## config.mk

```make
export PLATFORM = sky130hd
export DESIGN_NAME = unicode_code_point_byte_encoder
export DESIGN_NICKNAME = d
export VERILOG_FILES = /design/src/rtl/core/ucpe_pkg.sv /design/src/rtl/core/ucpe_decode.sv /design/src/rtl/core/ucpe_pack.sv /design/src/rtl/core/ucpe_serial.sv /design/src/rtl/core/unicode_code_point_byte_encoder.sv
export SDC_FILE = /design/constraint.sdc
export NUM_CORES = 1
export LEC_CHECK = 0
export CAP_MARGIN = 20
export CORE_MARGIN = 5
export CORE_UTILIZATION = 42
export DETAILED_ROUTE_END_ITERATION = 7
export DONT_BUFFER_PORTS = 1
export PLACE_DENSITY = 0.65
export SYNTH_ARGS = -nofsm -noshare
export SYNTH_HDL_FRONTEND = slang
export SYNTH_SLANG_ARGS = --single-unit
```

## constraint.sdc

```tcl
create_clock -name clk -period 7.45 [get_ports clk]
set_clock_uncertainty 0.1 [all_clocks]
set_input_delay 1.49 -clock clk [delete_from_list [all_inputs] [get_ports clk]]
set_output_delay 1.49 -clock clk [all_outputs]
set_load 0.01 [all_outputs]
```

## src/rtl/core/ucpe_pkg.sv

```systemverilog
package ucpe_pkg;

  // configuration register indexes
  localparam logic [1:0] CFG_ENCODING = 2'd0;
  localparam logic [1:0] CFG_BOM_MODE = 2'd1;

  // encoding_select codes
  localparam logic [2:0] SEL_UTF8  = 3'd0;
  localparam logic [2:0] SEL_U16LE = 3'd1;
  localparam logic [2:0] SEL_U16BE = 3'd2;
  localparam logic [2:0] SEL_U32LE = 3'd3;
  localparam logic [2:0] SEL_U32BE = 3'd4;
  localparam logic [2:0] SEL_U16   = 3'd5;
  localparam logic [2:0] SEL_U32   = 3'd6;

  // bom_mode codes
  localparam logic [1:0] BOM_DEFAULT = 2'd0;
  localparam logic [1:0] BOM_REQUIRE = 2'd1;
  localparam logic [1:0] BOM_REJECT  = 2'd2;

  localparam logic [20:0] MAX_CODE_POINT   = 21'h10ffff;
  localparam logic [20:0] REPLACEMENT_CHAR = 21'h00fffd;
  localparam logic [20:0] SUPP_BASE        = 21'h010000;
  localparam logic [15:0] HIGH_SURR        = 16'hd800;
  localparam logic [15:0] LOW_SURR         = 16'hdc00;
  localparam logic [15:0] BOM_UNIT         = 16'hfeff;

  localparam logic [7:0] UTF8_BOM0  = 8'hef;
  localparam logic [7:0] UTF8_BOM1  = 8'hbb;
  localparam logic [7:0] UTF8_BOM2  = 8'hbf;
  localparam logic [7:0] UTF8_LEAD2 = 8'hc0;
  localparam logic [7:0] UTF8_LEAD3 = 8'he0;
  localparam logic [7:0] UTF8_LEAD4 = 8'hf0;
  localparam logic [7:0] UTF8_CONT  = 8'h80;

  typedef enum logic [2:0] {
    ENC_UTF8,
    ENC_U16LE,
    ENC_U16BE,
    ENC_U32LE,
    ENC_U32BE
  } enc_t;

  // decoded item, first pipeline stage
  typedef struct packed {
    logic        bom_en;
    logic        carries;
    enc_t        enc;
    logic [20:0] cp;
  } dec_t;

  // byte groups, second pipeline stage; byte 0 goes out first
  typedef struct packed {
    logic [3:0][7:0] bom_bytes;
    logic [2:0]      bom_n;
    logic [3:0][7:0] chr_bytes;
    logic [2:0]      chr_n;
  } pack_t;

endpackage

```

## src/rtl/core/ucpe_decode.sv

```systemverilog
module ucpe_decode (
  input  logic            clk,
  input  logic            rst_n,
  input  logic [2:0]      enc_sel,
  input  logic [1:0]      bom_mode,
  input  logic            up_valid,
  output logic            up_ready,
  input  logic [20:0]     code_point,
  input  logic            begins_text,
  input  logic            carries_char,
  output logic            dn_valid,
  input  logic            dn_ready,
  output ucpe_pkg::dec_t  dn_data
);
  import ucpe_pkg::*;

  logic  valid_r;
  dec_t  data_r;
  dec_t  data_nxt;
  enc_t  enc;
  logic  applies;

  always_comb begin
    case (enc_sel)
      SEL_U16LE, SEL_U16: enc = ENC_U16LE;
      SEL_U16BE:          enc = ENC_U16BE;
      SEL_U32LE, SEL_U32: enc = ENC_U32LE;
      SEL_U32BE:          enc = ENC_U32BE;
      default:            enc = ENC_UTF8;
    endcase
  end

  // unused mode code falls back to default behaviour
  assign applies = (bom_mode != BOM_REJECT) &&
                   ((bom_mode == BOM_REQUIRE) || (enc != ENC_UTF8));

  always_comb begin
    data_nxt.bom_en  = begins_text && applies;
    data_nxt.carries = carries_char;
    data_nxt.enc     = enc;
    data_nxt.cp      = (code_point > MAX_CODE_POINT) ? REPLACEMENT_CHAR : code_point;
  end

  assign up_ready = !valid_r || dn_ready;

  always_ff @(posedge clk) begin
    if (!rst_n) begin
      valid_r <= 1'b0;
    end else if (up_ready) begin
      valid_r <= up_valid;
    end
  end

  always_ff @(posedge clk) begin
    if (up_ready && up_valid) begin
      data_r <= data_nxt;
    end
  end

  assign dn_valid = valid_r;
  assign dn_data  = data_r;

endmodule

```

## src/rtl/core/ucpe_pack.sv

```systemverilog
module ucpe_pack (
  input  logic             clk,
  input  logic             rst_n,
  input  logic             up_valid,
  output logic             up_ready,
  input  ucpe_pkg::dec_t   up_data,
  output logic             dn_valid,
  input  logic             dn_ready,
  output ucpe_pkg::pack_t  dn_data
);
  import ucpe_pkg::*;

  logic        valid_r;
  pack_t       data_r;
  pack_t       data_nxt;
  logic [20:0] v;
  logic [20:0] u;
  logic [15:0] hi_unit;
  logic [15:0] lo_unit;
  logic [7:0]  plane;

  assign v       = up_data.cp;
  assign u       = v - SUPP_BASE;
  assign hi_unit = HIGH_SURR | {6'b0, u[19:10]};
  assign lo_unit = LOW_SURR | {6'b0, u[9:0]};
  assign plane   = {3'b0, v[20:16]};

  always_comb begin
    data_nxt.bom_bytes = '0;
    data_nxt.bom_n     = 3'd0;
    data_nxt.chr_bytes = '0;
    data_nxt.chr_n     = 3'd0;

    case (up_data.enc)
      ENC_U16LE: begin
        data_nxt.bom_bytes[0] = BOM_UNIT[7:0];
        data_nxt.bom_bytes[1] = BOM_UNIT[15:8];
        data_nxt.bom_n        = 3'd2;
      end
      ENC_U16BE: begin
        data_nxt.bom_bytes[0] = BOM_UNIT[15:8];
        data_nxt.bom_bytes[1] = BOM_UNIT[7:0];
        data_nxt.bom_n        = 3'd2;
      end
      ENC_U32LE: begin
        data_nxt.bom_bytes[0] = BOM_UNIT[7:0];
        data_nxt.bom_bytes[1] = BOM_UNIT[15:8];
        data_nxt.bom_n        = 3'd4;
      end
      ENC_U32BE: begin
        data_nxt.bom_bytes[2] = BOM_UNIT[15:8];
        data_nxt.bom_bytes[3] = BOM_UNIT[7:0];
        data_nxt.bom_n        = 3'd4;
      end
      default: begin
        data_nxt.bom_bytes[0] = UTF8_BOM0;
        data_nxt.bom_bytes[1] = UTF8_BOM1;
        data_nxt.bom_bytes[2] = UTF8_BOM2;
        data_nxt.bom_n        = 3'd3;
      end
    endcase

    case (up_data.enc)
      ENC_U16LE, ENC_U16BE: begin
        if (v[20:16] == 5'd0) begin
          data_nxt.chr_bytes[0] = v[7:0];
          data_nxt.chr_bytes[1] = v[15:8];
          data_nxt.chr_n        = 3'd2;
        end else begin
          data_nxt.chr_bytes[0] = hi_unit[7:0];
          data_nxt.chr_bytes[1] = hi_unit[15:8];
          data_nxt.chr_bytes[2] = lo_unit[7:0];
          data_nxt.chr_bytes[3] = lo_unit[15:8];
          data_nxt.chr_n        = 3'd4;
        end
        // big endian: swap within each unit
        if (up_data.enc == ENC_U16BE) begin
          data_nxt.chr_bytes = {data_nxt.chr_bytes[2], data_nxt.chr_bytes[3],
                                data_nxt.chr_bytes[0], data_nxt.chr_bytes[1]};
        end
      end
      ENC_U32LE: begin
        data_nxt.chr_bytes[0] = v[7:0];
        data_nxt.chr_bytes[1] = v[15:8];
        data_nxt.chr_bytes[2] = plane;
        data_nxt.chr_n        = 3'd4;
      end
      ENC_U32BE: begin
        data_nxt.chr_bytes[1] = plane;
        data_nxt.chr_bytes[2] = v[15:8];
        data_nxt.chr_bytes[3] = v[7:0];
        data_nxt.chr_n        = 3'd4;
      end
      default: begin
        if (v <= 21'h00007f) begin
          data_nxt.chr_bytes[0] = v[7:0];
          data_nxt.chr_n        = 3'd1;
        end else if (v <= 21'h0007ff) begin
          data_nxt.chr_bytes[0] = UTF8_LEAD2 | {3'b0, v[10:6]};
          data_nxt.chr_bytes[1] = UTF8_CONT | {2'b0, v[5:0]};
          data_nxt.chr_n        = 3'd2;
        end else if (v <= 21'h00ffff) begin
          data_nxt.chr_bytes[0] = UTF8_LEAD3 | {4'b0, v[15:12]};
          data_nxt.chr_bytes[1] = UTF8_CONT | {2'b0, v[11:6]};
          data_nxt.chr_bytes[2] = UTF8_CONT | {2'b0, v[5:0]};
          data_nxt.chr_n        = 3'd3;
        end else begin
          data_nxt.chr_bytes[0] = UTF8_LEAD4 | {5'b0, v[20:18]};
          data_nxt.chr_bytes[1] = UTF8_CONT | {2'b0, v[17:12]};
          data_nxt.chr_bytes[2] = UTF8_CONT | {2'b0, v[11:6]};
          data_nxt.chr_bytes[3] = UTF8_CONT | {2'b0, v[5:0]};
          data_nxt.chr_n        = 3'd4;
        end
      end
    endcase

    if (!up_data.bom_en) begin
      data_nxt.bom_n = 3'd0;
    end
    if (!up_data.carries) begin
      data_nxt.chr_n = 3'd0;
    end
  end

  assign up_ready = !valid_r || dn_ready;

  always_ff @(posedge clk) begin
    if (!rst_n) begin
      valid_r <= 1'b0;
    end else if (up_ready) begin
      valid_r <= up_valid;
    end
  end

  always_ff @(posedge clk) begin
    if (up_ready && up_valid) begin
      data_r <= data_nxt;
    end
  end

  assign dn_valid = valid_r;
  assign dn_data  = data_r;

endmodule

```

## src/rtl/core/ucpe_serial.sv

```systemverilog
module ucpe_serial (
  input  logic             clk,
  input  logic             rst_n,
  input  logic             up_valid,
  output logic             up_ready,
  input  ucpe_pkg::pack_t  up_data,
  output logic             out_valid,
  input  logic             out_stall,
  output logic [7:0]       out_byte,
  output logic             out_last
);
  import ucpe_pkg::*;

  logic       hold_valid_r;
  pack_t      hold_r;
  logic [2:0] idx_r;
  logic [2:0] idx_nxt;
  logic [2:0] chr_idx;
  logic [3:0] total;
  logic       at_last;
  logic       out_free;
  logic       emit;
  logic       done;
  logic [7:0] sel_byte;
  logic       out_valid_r;
  logic [7:0] out_byte_r;
  logic       out_last_r;

  assign total    = {1'b0, hold_r.bom_n} + {1'b0, hold_r.chr_n};
  assign at_last  = ({1'b0, idx_r} == (total - 4'd1));
  assign out_free = !out_valid_r || !out_stall;
  assign emit     = hold_valid_r && (total != 4'd0) && out_free;
  // an item without bytes retires at once
  assign done     = hold_valid_r && ((total == 4'd0) || (emit && at_last));
  assign up_ready = !hold_valid_r || done;
  assign chr_idx  = idx_r - hold_r.bom_n;

  always_comb begin
    if (idx_r < hold_r.bom_n) begin
      sel_byte = hold_r.bom_bytes[idx_r[1:0]];
    end else begin
      sel_byte = hold_r.chr_bytes[chr_idx[1:0]];
    end
  end

  always_comb begin
    idx_nxt = idx_r;
    if (up_ready) begin
      idx_nxt = 3'd0;
    end else if (emit) begin
      idx_nxt = idx_r + 3'd1;
    end
  end

  always_ff @(posedge clk) begin
    if (!rst_n) begin
      hold_valid_r <= 1'b0;
      idx_r        <= 3'd0;
      out_valid_r  <= 1'b0;
    end else begin
      if (up_ready) begin
        hold_valid_r <= up_valid;
      end
      idx_r <= idx_nxt;
      if (emit) begin
        out_valid_r <= 1'b1;
      end else if (!out_stall) begin
        out_valid_r <= 1'b0;
      end
    end
  end

  always_ff @(posedge clk) begin
    if (up_ready && up_valid) begin
      hold_r <= up_data;
    end
    if (emit) begin
      out_byte_r <= sel_byte;
      out_last_r <= at_last;
    end
  end

  assign out_valid = out_valid_r;
  assign out_byte  = out_byte_r;
  assign out_last  = out_last_r;

`ifndef ASSERT_OFF
  a_idx_in_range: assert property (@(posedge clk) disable iff (!rst_n)
    (hold_valid_r && (total != 4'd0)) |-> ({1'b0, idx_r} < total))
    else $error("byte index past end of item");

  a_total_bound: assert property (@(posedge clk) disable iff (!rst_n)
    hold_valid_r |-> (total <= 4'd8))
    else $error("item byte count above eight");

  a_emit_shows: assert property (@(posedge clk) disable iff (!rst_n)
    emit |=> (out_valid_r && (out_last_r == $past(at_last))))
    else $error("emitted byte not presented");
`endif

endmodule

```

## src/rtl/core/unicode_code_point_byte_encoder.sv

```systemverilog
// Unicode code point byte encoder: each input transaction carries at most one code point and
// produces its bytes as output transactions, one byte each, in the encoding picked by
// encoding_select (UTF-8, UTF-16 or UTF-32, little or big endian, generic codes meaning little
// endian); a transaction with begins_text set is preceded by the byte order mark when bom_mode
// allows it, and out_last_byte marks the final byte of each input transaction. Values above
// 0x10FFFF are sent as U+FFFD. An input transaction has N bytes (BOM plus character, 0 to 8);
// the serialiser takes a new one as it sends the last byte of the current one, so ASCII in
// UTF-8 runs at one per cycle while out_stall is low; the byte-wide output register sets this
// rate. Decode and byte-packing stages accept a transaction every cycle while their output is
// taken; each registers it, as does the serialiser, before the first byte. Configuration is
// taken from the registers directly and must only change while the block is idle.
module unicode_code_point_byte_encoder (
  input  logic        clk,
  input  logic        rst_n,
  input  logic        cfg_wr_en,
  input  logic [1:0]  cfg_index,
  input  logic [2:0]  cfg_wr_data,
  input  logic        in_valid,
  output logic        in_stall,
  input  logic [20:0] in_code_point,
  input  logic        in_begins_text,
  input  logic        in_carries_char,
  output logic        out_valid,
  input  logic        out_stall,
  output logic [7:0]  out_byte,
  output logic        out_last_byte
);
  import ucpe_pkg::*;

  // configuration registers
  logic [2:0] enc_sel_r;
  logic [2:0] enc_sel_nxt;
  logic [1:0] bom_mode_r;
  logic [1:0] bom_mode_nxt;

  // pipeline links
  logic  in_ready;
  logic  dec_valid;
  logic  dec_ready;
  dec_t  dec_data;
  logic  pack_valid;
  logic  pack_ready;
  pack_t pack_data;

  // writes to unknown indexes are dropped
  always_comb begin
    enc_sel_nxt  = enc_sel_r;
    bom_mode_nxt = bom_mode_r;
    if (cfg_wr_en) begin
      case (cfg_index)
        CFG_ENCODING: enc_sel_nxt  = cfg_wr_data;
        CFG_BOM_MODE: bom_mode_nxt = cfg_wr_data[1:0];
        default: begin
        end
      endcase
    end
  end

  always_ff @(posedge clk) begin
    if (!rst_n) begin
      enc_sel_r  <= SEL_UTF8;
      bom_mode_r <= BOM_DEFAULT;
    end else begin
      enc_sel_r  <= enc_sel_nxt;
      bom_mode_r <= bom_mode_nxt;
    end
  end

  // stage 1: concrete encoding, bom decision, replacement of out-of-range values
  ucpe_decode u_decode (
    .clk          (clk),
    .rst_n        (rst_n),
    .enc_sel      (enc_sel_r),
    .bom_mode     (bom_mode_r),
    .up_valid     (in_valid),
    .up_ready     (in_ready),
    .code_point   (in_code_point),
    .begins_text  (in_begins_text),
    .carries_char (in_carries_char),
    .dn_valid     (dec_valid),
    .dn_ready     (dec_ready),
    .dn_data      (dec_data)
  );

  // stage 2: bom bytes and character bytes with their counts
  ucpe_pack u_pack (
    .clk      (clk),
    .rst_n    (rst_n),
    .up_valid (dec_valid),
    .up_ready (dec_ready),
    .up_data  (dec_data),
    .dn_valid (pack_valid),
    .dn_ready (pack_ready),
    .dn_data  (pack_data)
  );

  // stage 3 and output register: one byte per cycle while out_stall is low
  ucpe_serial u_serial (
    .clk       (clk),
    .rst_n     (rst_n),
    .up_valid  (pack_valid),
    .up_ready  (pack_ready),
    .up_data   (pack_data),
    .out_valid (out_valid),
    .out_stall (out_stall),
    .out_byte  (out_byte),
    .out_last  (out_last_byte)
  );

  assign in_stall = !in_ready;

endmodule
```

* Word level (Yosys, flattened, before mapping)
Cells that the tools add are included.
** Storage, ports and cells
- Register bits :: 187
- Bits in latches :: 0
- Memory bits (writable) :: 0
- ROM bits :: 0
- Input port bits :: 33
- Output and inout port bits :: 11
- Word-level logic and storage cells :: 121
- Memories :: 0
** Cells by class
- $add $sub $neg :: 5
- Multipliers :: 0
- Divide/modulo/power cells :: 0
- Magnitude comparators :: 7
- Eq/ne operators :: 15
- Shifts and indexed selects :: 0
- Mux-type cells :: 25
- Bitwise gates (word level) :: 1
- Reductions and logical operators :: 35
** Operators with widths (count)
- $pmux 16 s3 :: 2
- $pmux 8 s3 :: 2
- $mux 8 :: 5
- $mux 19 :: 2
- $bmux 8 s2 :: 2
- $mux 16 :: 2
- $mux 32 :: 1
- $mux 25 :: 1
- $mux 24 :: 1
- $gt 21x21->1 const B :: 1
- $le 21x11->1 const B :: 1
- $le 21x16->1 const B :: 1
- $le 21x7->1 const B :: 1
- $sub 20x17->20 const B :: 1
- $pmux 8 s2 :: 1
- $eq 3x2->1 const B :: 4
- $eq 3x3->1 const B :: 4
- $pmux 3 s2 :: 2
- $pmux 3 s4 :: 1
- $reduce_or 2->1 :: 6
- $mux 11 :: 1
- $logic_and 1x1->1 :: 9
- $eq 3x1->1 const B :: 2
- $logic_not 1->1 :: 6
- other kinds (20) :: 29

* Longest topological paths before layout
Gate-level depths: netlist of run 1.
- Depth after elaboration :: 11
- Gate-level depth with buffers :: 10
- Gate-level depth less buffers :: 10

* Hierarchy
A second synthesis of run 1 with hierarchy kept.
** Second synthesis, totals
- Cell total of the unflattened synthesis :: 605
- Area, all modules :: 7868.8 um2
** By module, submodules not included
- ucpe_serial :: times used 1, cells an instance 175, area each 3418.3 um2, sequential area each 2472.4 um2
- ucpe_pack :: times used 1, cells an instance 344, area each 3160.5 um2, sequential area each 1371.3 um2
- ucpe_decode :: times used 1, cells an instance 64, area each 1074.8 um2, sequential area each 800.8 um2
- unicode_code_point_byte_encoder :: times used 1, cells an instance 22, area each 215.2 um2, sequential area each 100.1 um2

* Worst setup path after synthesis of run 1
OpenSTA, ideal clock, no wires.
- Kind :: flip-flop to flip-flop
- Start :: register u_serial.hold_r[35] in the netlist's numbering
- End :: register u_pack.data_r, in the netlist u_pack.dn_data[0] (enable)
- Setup time :: 0.462 ns
- Data arrival time :: 4.790 ns
- Data required time :: 6.888 ns
- Path slack :: 2.097 ns
- Stages on the path, launching flop included :: 10
- Path buffers :: 0
- Clock period less this slack :: 5.353 ns
- Path through :: edfxtp_1 > ha_1 > fa_1 > inv_1 > ha_1 > xor2_1 > or4b_1 > a2111oi_2 > nor2b_1 > a21boi_1
** Between the ends
- Longest elaborated chain between the ends :: 10
- Elaborated cells on any way between the ends :: 13
- Classes of those cells :: add/sub (2); eq/ne (1); reduce/logical (10)
** Ends and longest elaborated chain
- start, declared :: RTL line ucpe_serial.sv:15 : pack_t hold_r;
- start signal, assigned :: RTL line ucpe_serial.sv:75 : hold_r <= up_data;
- $add 3x3->4 (*) :: RTL line ucpe_serial.sv:29 : assign total = {1'b0, hold_r.bom_n} + {1'b0, hold_r.chr_n};
- parallel branches: the longest is 4 deep, another holds $sub 4x1->4
- $logic_or 1x1->1 (*) :: RTL line ucpe_serial.sv:34 : assign done = hold_valid_r && ((total == 4'd0) || (emit && at_last));
- $logic_and 1x1->1 (*) :: RTL line ucpe_serial.sv:34
- $logic_or 1x1->1 (*) :: RTL line ucpe_serial.sv:35 : assign up_ready = !hold_valid_r || done;
- $logic_or 1x1->1 (*) :: RTL line ucpe_pack.sv:125 : assign up_ready = !valid_r || dn_ready;
- $logic_and 1x1->1 (*) :: RTL line ucpe_pack.sv:136 : if (up_ready && up_valid) begin
- end signal, assigned :: RTL line ucpe_pack.sv:137 : data_r <= data_nxt;
- end, declared :: RTL line ucpe_pack.sv:14 : pack_t data_r;
Every way passes the cells marked *.
A chain may end at the register's enable or synchronous reset.

* Worst setup path after layout of run 1
- Start :: register u_serial.hold_r[35] in the netlist's numbering
- End :: output in_stall
** Between the ends
- Longest elaborated chain between the ends :: 11
- Elaborated cells on any way between the ends :: 14
- Classes of those cells :: add/sub (2); eq/ne (1); reduce/logical (11)
** Ends and longest elaborated chain
- $add 3x3->4 (*) :: RTL line ucpe_serial.sv:29
- parallel branches: the longest is 4 deep, another holds $sub 4x1->4
- $logic_or 1x1->1 (*) :: RTL line ucpe_serial.sv:34
- $logic_and 1x1->1 (*) :: RTL line ucpe_serial.sv:34
- $logic_or 1x1->1 (*) :: RTL line ucpe_serial.sv:35
- $logic_or 1x1->1 (*) :: RTL line ucpe_pack.sv:125
- $logic_or 1x1->1 (*) :: RTL line ucpe_decode.sv:44 : assign up_ready = !valid_r || dn_ready;
- $logic_not 1->1 (*) :: RTL line unicode_code_point_byte_encoder.sv:110 : assign in_stall = !in_ready;
- end, declared :: RTL line unicode_code_point_byte_encoder.sv:19 : output logic in_stall,
Marks and branches as above.

==> reports/qor.yml, run 1 <==
hold_violations: 0
async_reset_ff_share_pct: 0
antenna_found_initial: 0
synth-seq-cells: 139
power_w: 0.00196
postSynthAreaPerCell_um2: 12.4
cts_buffers: 17
clk_pin_slew_ns: 0.06
fin_tns_setup_ns: 0
max_stage_delay_ns: 0.53
track_usage_pct: 17.6
start_kind: "flip-flop"
max_cap_violations: 0
synth_ff_type: "edfxtp_1"
post-cts-setup-buffers: 0
ant_nets: 0
grt_pass1_vias: 4401
drive_gt1_share_pct: 12.9
seqPwrFrac_pct: 47.4
powerDensity_nw_per_um2: 259
cts_tree: "done"
setup_viol: 0
cp_slowest_cell: "or4b_1"
root_buffer: "clkbuf_16"
regArea_um2: 4050
synthesis.area_um2: 6760
cp_max_fo: 3
worst_pin_slew_ns: 0.973
std_cell_rows: 46
worst_setup_path_end_kind: "output pin"
core-area_um2: 15800
routed_via_density: 5.83
max_clock_freq_mhz: 209
die_area_um2: 18700
synth_cells: 547
first_iter_violations: 430
clock_path_buffers: 2
synth_edf_count: 127
clock_latency_ns: 0.42
num_vias: 4475
path_class: "flip-flop to output pin"
worst_ep_required_time_ns: 5.86
multi_input_area_um2: 2470
initial_utilization_pct: 42.7
irDropWorstVdd_v: 0.000246
status: "complete, no violations"
io_buffers: 0
r2r-start: "u_serial.hold_r[35]"
crit_top_cell: "ha_1"
htreeDepth: 4
hp-start: "u_pack.dn_data[3]"
finalCritPeriodShare_pct: 64.3
final_util_pct: 47.8
grt_overflow_total: 0
p_int_w: 0.00149
ios: 44
slew_viol_final: 0
rsz0062_at_grt: "no"
max-slew-margin-rel_pct: 34.7
diodes: 0
cts_sinks: 139
ys_warn_count: 0
cp-startpoint: "u_serial.hold_r[35]"
netSwitchingFraction_pct: 24.1
crit_chain: "ha_1, fa_1, inv_1, ha_1, xor2_1, or4b_1, a2111oi_2, nor2_1"
layout_common_cells: "edfxtp_1, o21ai_0, nand2_1"
final_area_um2: 7570
area_delta_synth_final_pct: 12.1
dp_hpwl_mm: 11.0
place_area_um2: 6940
drc_errors: 0
p_leak_nw: 2.64
die_h_um: 137
ys_seq_area_share_pct: 60.0
power_switching_w: 0.000472
power_frac_clock_pct: 45.4
grt_pass1_wl_mm: 24.7
combPwrFrac_pct: 7.1
fin_crit_ns: 4.79
hold_buffers: 0
timing.critical_path.arrival_ns: 3.20
fp.dieW_um: 137
hold_class: "flip-flop to flip-flop"
final_common_cell: "edfxtp_1"
fill_cells: 1409
drt-pass1-iter-count: 6
yosysUniqueCellTypes: 76
gp_congestion: 0.984
wire_per_inst_um: 20.2
cts-resized-gates: 0
drt_wl_total_mm: 15.5
syn_nets: 590
nets: 582
grt_max_degree: 47
## power by group through the flow
stage               registers, W  logic, W  clock network [W]
detailed placement      0.000946  0.000138                  0
global route            0.000933  0.000154           0.000946
finish                  0.000931  0.000140           0.000892
floorplan               0.000924  0.000112                  0
CTS                     0.000929  0.000139           0.000911
global placement        0.000945  0.000135                  0
## per-layer routing
metal / vias up / share of wire [%] / wire length [µm] / GRT usage, %
met4: 0 / 2.0 / 305 / 6.43
met2: 194 / 48 / 7370 / 27.8
met3: 29 / 7.3 / 1130 / 5.00
li1: 2061 / - / - / -
met5: - / 0 / 0 / 0
met1: 2191 / 43 / 6670 / 23.2
## worst paths after layout
check | to | slack [ns] | cells after the start
worst max-delay path | in_stall | 2.66 | 8
worst min-delay path | u_serial.hold_r[3] | 0.31 | 0
worst max register to register | u_pack.dn_data[15] | 3.47 | 10
worst min register to register | u_serial.hold_r[3] | 0.31 | 0
## critical path, delay by kind of cell, from the launching register on
family / cells / cell delay (ns)
AOI/OAI and AO/OA: 1 / 0.50
xor gates and xnor gates: 1 / 0.17
adders and majority gates: 3 / 0.93
buffers and inverters: 1 / 0.05
DFF: 1 / 0.39
and+or+nand+nor: 2 / 0.74
## synthesized netlist by cell type (8+ instances only)
| master | n | area [µm²] |
|---|---|---|
| dfxtp_1 | 12 | 240 |
| nand2_1 | 41 | 154 |
| nand2b_1 | 21 | 131 |
| nor2b_1 | 14 | 87.6 |
| mux2i_1 | 11 | 110 |
| clkbuf_1 | 18 | 67.6 |
| xnor2_1 | 8 | 70.1 |
| a21oi_1 | 31 | 155 |
| nor3_1 | 8 | 40.0 |
| ha_1 | 9 | 113 |
| edfxtp_1 | 127 | 3810 |
| inv_1 | 27 | 101 |
| buf_2 | 8 | 40.0 |
| o21ai_0 | 47 | 235 |
| mux4_2 | 10 | 225 |
| nor2_1 | 28 | 105 |
## stage by stage
| stage | setup slack, ns | hold slack, ns | cells |
|---|---|---|---|
| floorplan | 2.10 | 0.300 | 547 |
| finish | 2.66 | 0.314 | 768 |
| global placement | 3.20 | 0.302 | 735 |
| CTS | 2.67 | 0.316 | 768 |
| detailed placement | 3.12 | 0.305 | 736 |
| global route | 2.52 | 0.319 | 768 |
## registers in the layout (all words and copies together) (netlist names)
name and cells:
u_serial.hold_valid_r 1, bom_mode_r 2, u_decode.dn_valid 1, u_pack.dn_valid 1, u_serial.out_valid 1, u_decode.dn_data 26, u_serial.hold_r 46, u_serial.out_byte 8
enc_sel_r 3, u_pack.dn_data 46, u_serial.out_last 1, u_serial.idx_r 3
## cells by family after synthesis
| group | after synthesis | share of synthesized area [%] |
|---|---|---|
| and+or+nand+nor | 152 | 12.2 |
| adders and majority gates | 10 | 1.96 |
| AOI/OAI and AO/OA | 151 | 14.8 |
| xor gates and xnor gates | 10 | 1.30 |
| buffers and inverters | 59 | 3.83 |
| DFF | 139 | 60.0 |
| muxes | 26 | 5.89 |
## final cells by class
type,count,area share (%)
sequential,139,53.5
multi-input combinational,349,32.6
clock buffer,17,5.62
tap,216,3.57
clock inverter,15,2.73
inverter,27,1.34
timing repair buffer,5,0.661
Note: power is estimated with default switching activity, not from simulation.
==> inputs of run 2 (changes only) <==
Clock period 7.45 ns to 4.75 ns, I/O delays scaled along.
==> reports/qor.yml, run 2 (synthesized netlist as in run 1, its figures left out) <==
slew_viol_final: 0
status: "complete, no violations"
clock_latency_ns: 0.42
std_cell_rows: 46
antenna_found_initial: 0
area_delta_synth_final_pct: 11.2
core-area_um2: 15800
cp.depth: 8
cts-resized-gates: 0
path_buf_inv: 1
grt_pass1_wl_mm: 24.1
cp-startpoint: "u_serial.hold_r[35]"
layout_common_cells: "edfxtp_1, o21ai_0, nand2_1"
grt_overflow_total: 0
worst_ep_required_time_ns: 3.70
hold_buffers: 0
first_iter_violations: 498
finalCritPeriodShare_pct: 88.4
fin_tns_setup_ns: 0
rsz0062_at_grt: "no"
cts_sinks: 139
die_area_um2: 18700
dp_hpwl_mm: 10.9
root_buffer: "clkbuf_16"
power_frac_clock_pct: 43.8
max-slew-margin-rel_pct: 36.3
routed_via_density: 5.85
netSwitchingFraction_pct: 23.8
cts_buffers: 17
ant_nets: 0
clock_path_buffers: 2
endpoint: "in_stall"
final_area_um2: 7520
r2r_end: "u_pack.dn_data[23]"
io_buffers: 0
power_w: 0.00298
cts_tree: "done"
seqPwrFrac_pct: 49.0
grt_pass1_vias: 4410
start_kind: "flip-flop"
diodes: 0
max_stage_delay_ns: 0.52
crit_chain: "ha_1, fa_1, inv_1, ha_1, xor2_1, or4b_1, a2111oi_2, nor2_1"
final_common_cell: "edfxtp_1"
drc_errors: 0
max_cap_violations: 0
drive_gt1_share_pct: 12.7
setup_viol: 0
drt-pass1-iter-count: 5
r2r-start: "u_serial.hold_r[35]"
regToRegSetupSlack_ns: 0.82
regArea_um2: 4050
post-cts-setup-buffers: 0
powerDensity_nw_per_um2: 396
p_leak_nw: 2.61
wire_per_inst_um: 20.0
max_clock_freq_mhz: 238
worst_pin_slew_ns: 0.949
ios: 44
finalHoldWorstSlack_ns: 0.313
grt_max_degree: 47
crit_top_cell: "ha_1"
nets: 582
multi_input_area_um2: 2470
track_usage_pct: 17.2
timing.critical_path.arrival_ns: 3.15
clk_pin_slew_ns: 0.06
fin_crit_ns: 4.20
worst_setup_path_end_kind: "output pin"
fp.dieW_um: 137
cp_slowest_cell: "fa_1"
htreeDepth: 4
gp_congestion: 0.967
hold_violations: 0
die_h_um: 137
p_int_w: 0.00227
cp_max_fo: 3
place_area_um2: 6930
fill_cells: 1370
drt_wl_total_mm: 15.3
worstRegToRegCells: 10
crit_family: "adder cells"
initial_utilization_pct: 42.7
hold_class: "flip-flop to flip-flop"
power_switching_w: 0.000708
irDropWorstVdd_v: 0.000264
path_class: "flip-flop to output pin"
num_vias: 4495
combPwrFrac_pct: 7.3
run 2: changes by cell type in the layout (fill, tap and decap cells not counted), sizes merged:
cell	delta
inv	-1
bufinv	-1
clkinv	+1
clkinvlp	+1
run 2: worst min path at each step:
stage	cells past startpoint	startpoint	end
floorplan	0	u_pack.dn_data[0]	u_serial.hold_r[0]
finish	0	u_pack.dn_data[36]	u_serial.hold_r[36]
global route	0	u_pack.dn_data[6]	u_serial.hold_r[6]
CTS	0	u_pack.dn_data[2]	u_serial.hold_r[2]
global placement	0	u_pack.dn_data[51]	u_serial.hold_r[51]
detailed placement	0	u_pack.dn_data[14]	u_serial.hold_r[14]
run 2: metal layers:
metal	track usage [%]	share of wire, %	up-vias
li1	-	-	2059
met1	22.2	43	2202
met2	27.4	47	201
met3	4.71	6.2	33
met4	7.59	3.3	0
met5	0	0	-
run 2: power by group through the flow:
stage	Sequential [W]	Clock (W)	Combinational, W
floorplan	0.00145	0	0.000177
global placement	0.00148	0	0.000210
detailed placement	0.00148	0	0.000213
CTS	0.00146	0.00133	0.000215
global route	0.00146	0.00138	0.000236
finish	0.00146	0.00130	0.000217
run 2: per-stage QoR:
step	setup WS, ns	instances	util (%)
floorplan	0.365	547	-
global placement	0.911	736	43.8
detailed placement	0.811	736	43.8
CTS	0.527	768	47.5
global route	0.369	768	47.5
finish	0.550	768	47.5
run 2: layout make-up:
| cell class | instances | area share (%) |
|---|---|---|
| Tap cell | 216 | 3.60 |
| Timing Repair Buffer | 5 | 0.499 |
| Multi-Input combinational cell | 349 | 32.8 |
| Clock buffer | 17 | 5.66 |
| Inverter | 27 | 1.35 |
| Clock inverter | 15 | 2.16 |
| Sequential cell | 139 | 53.9 |
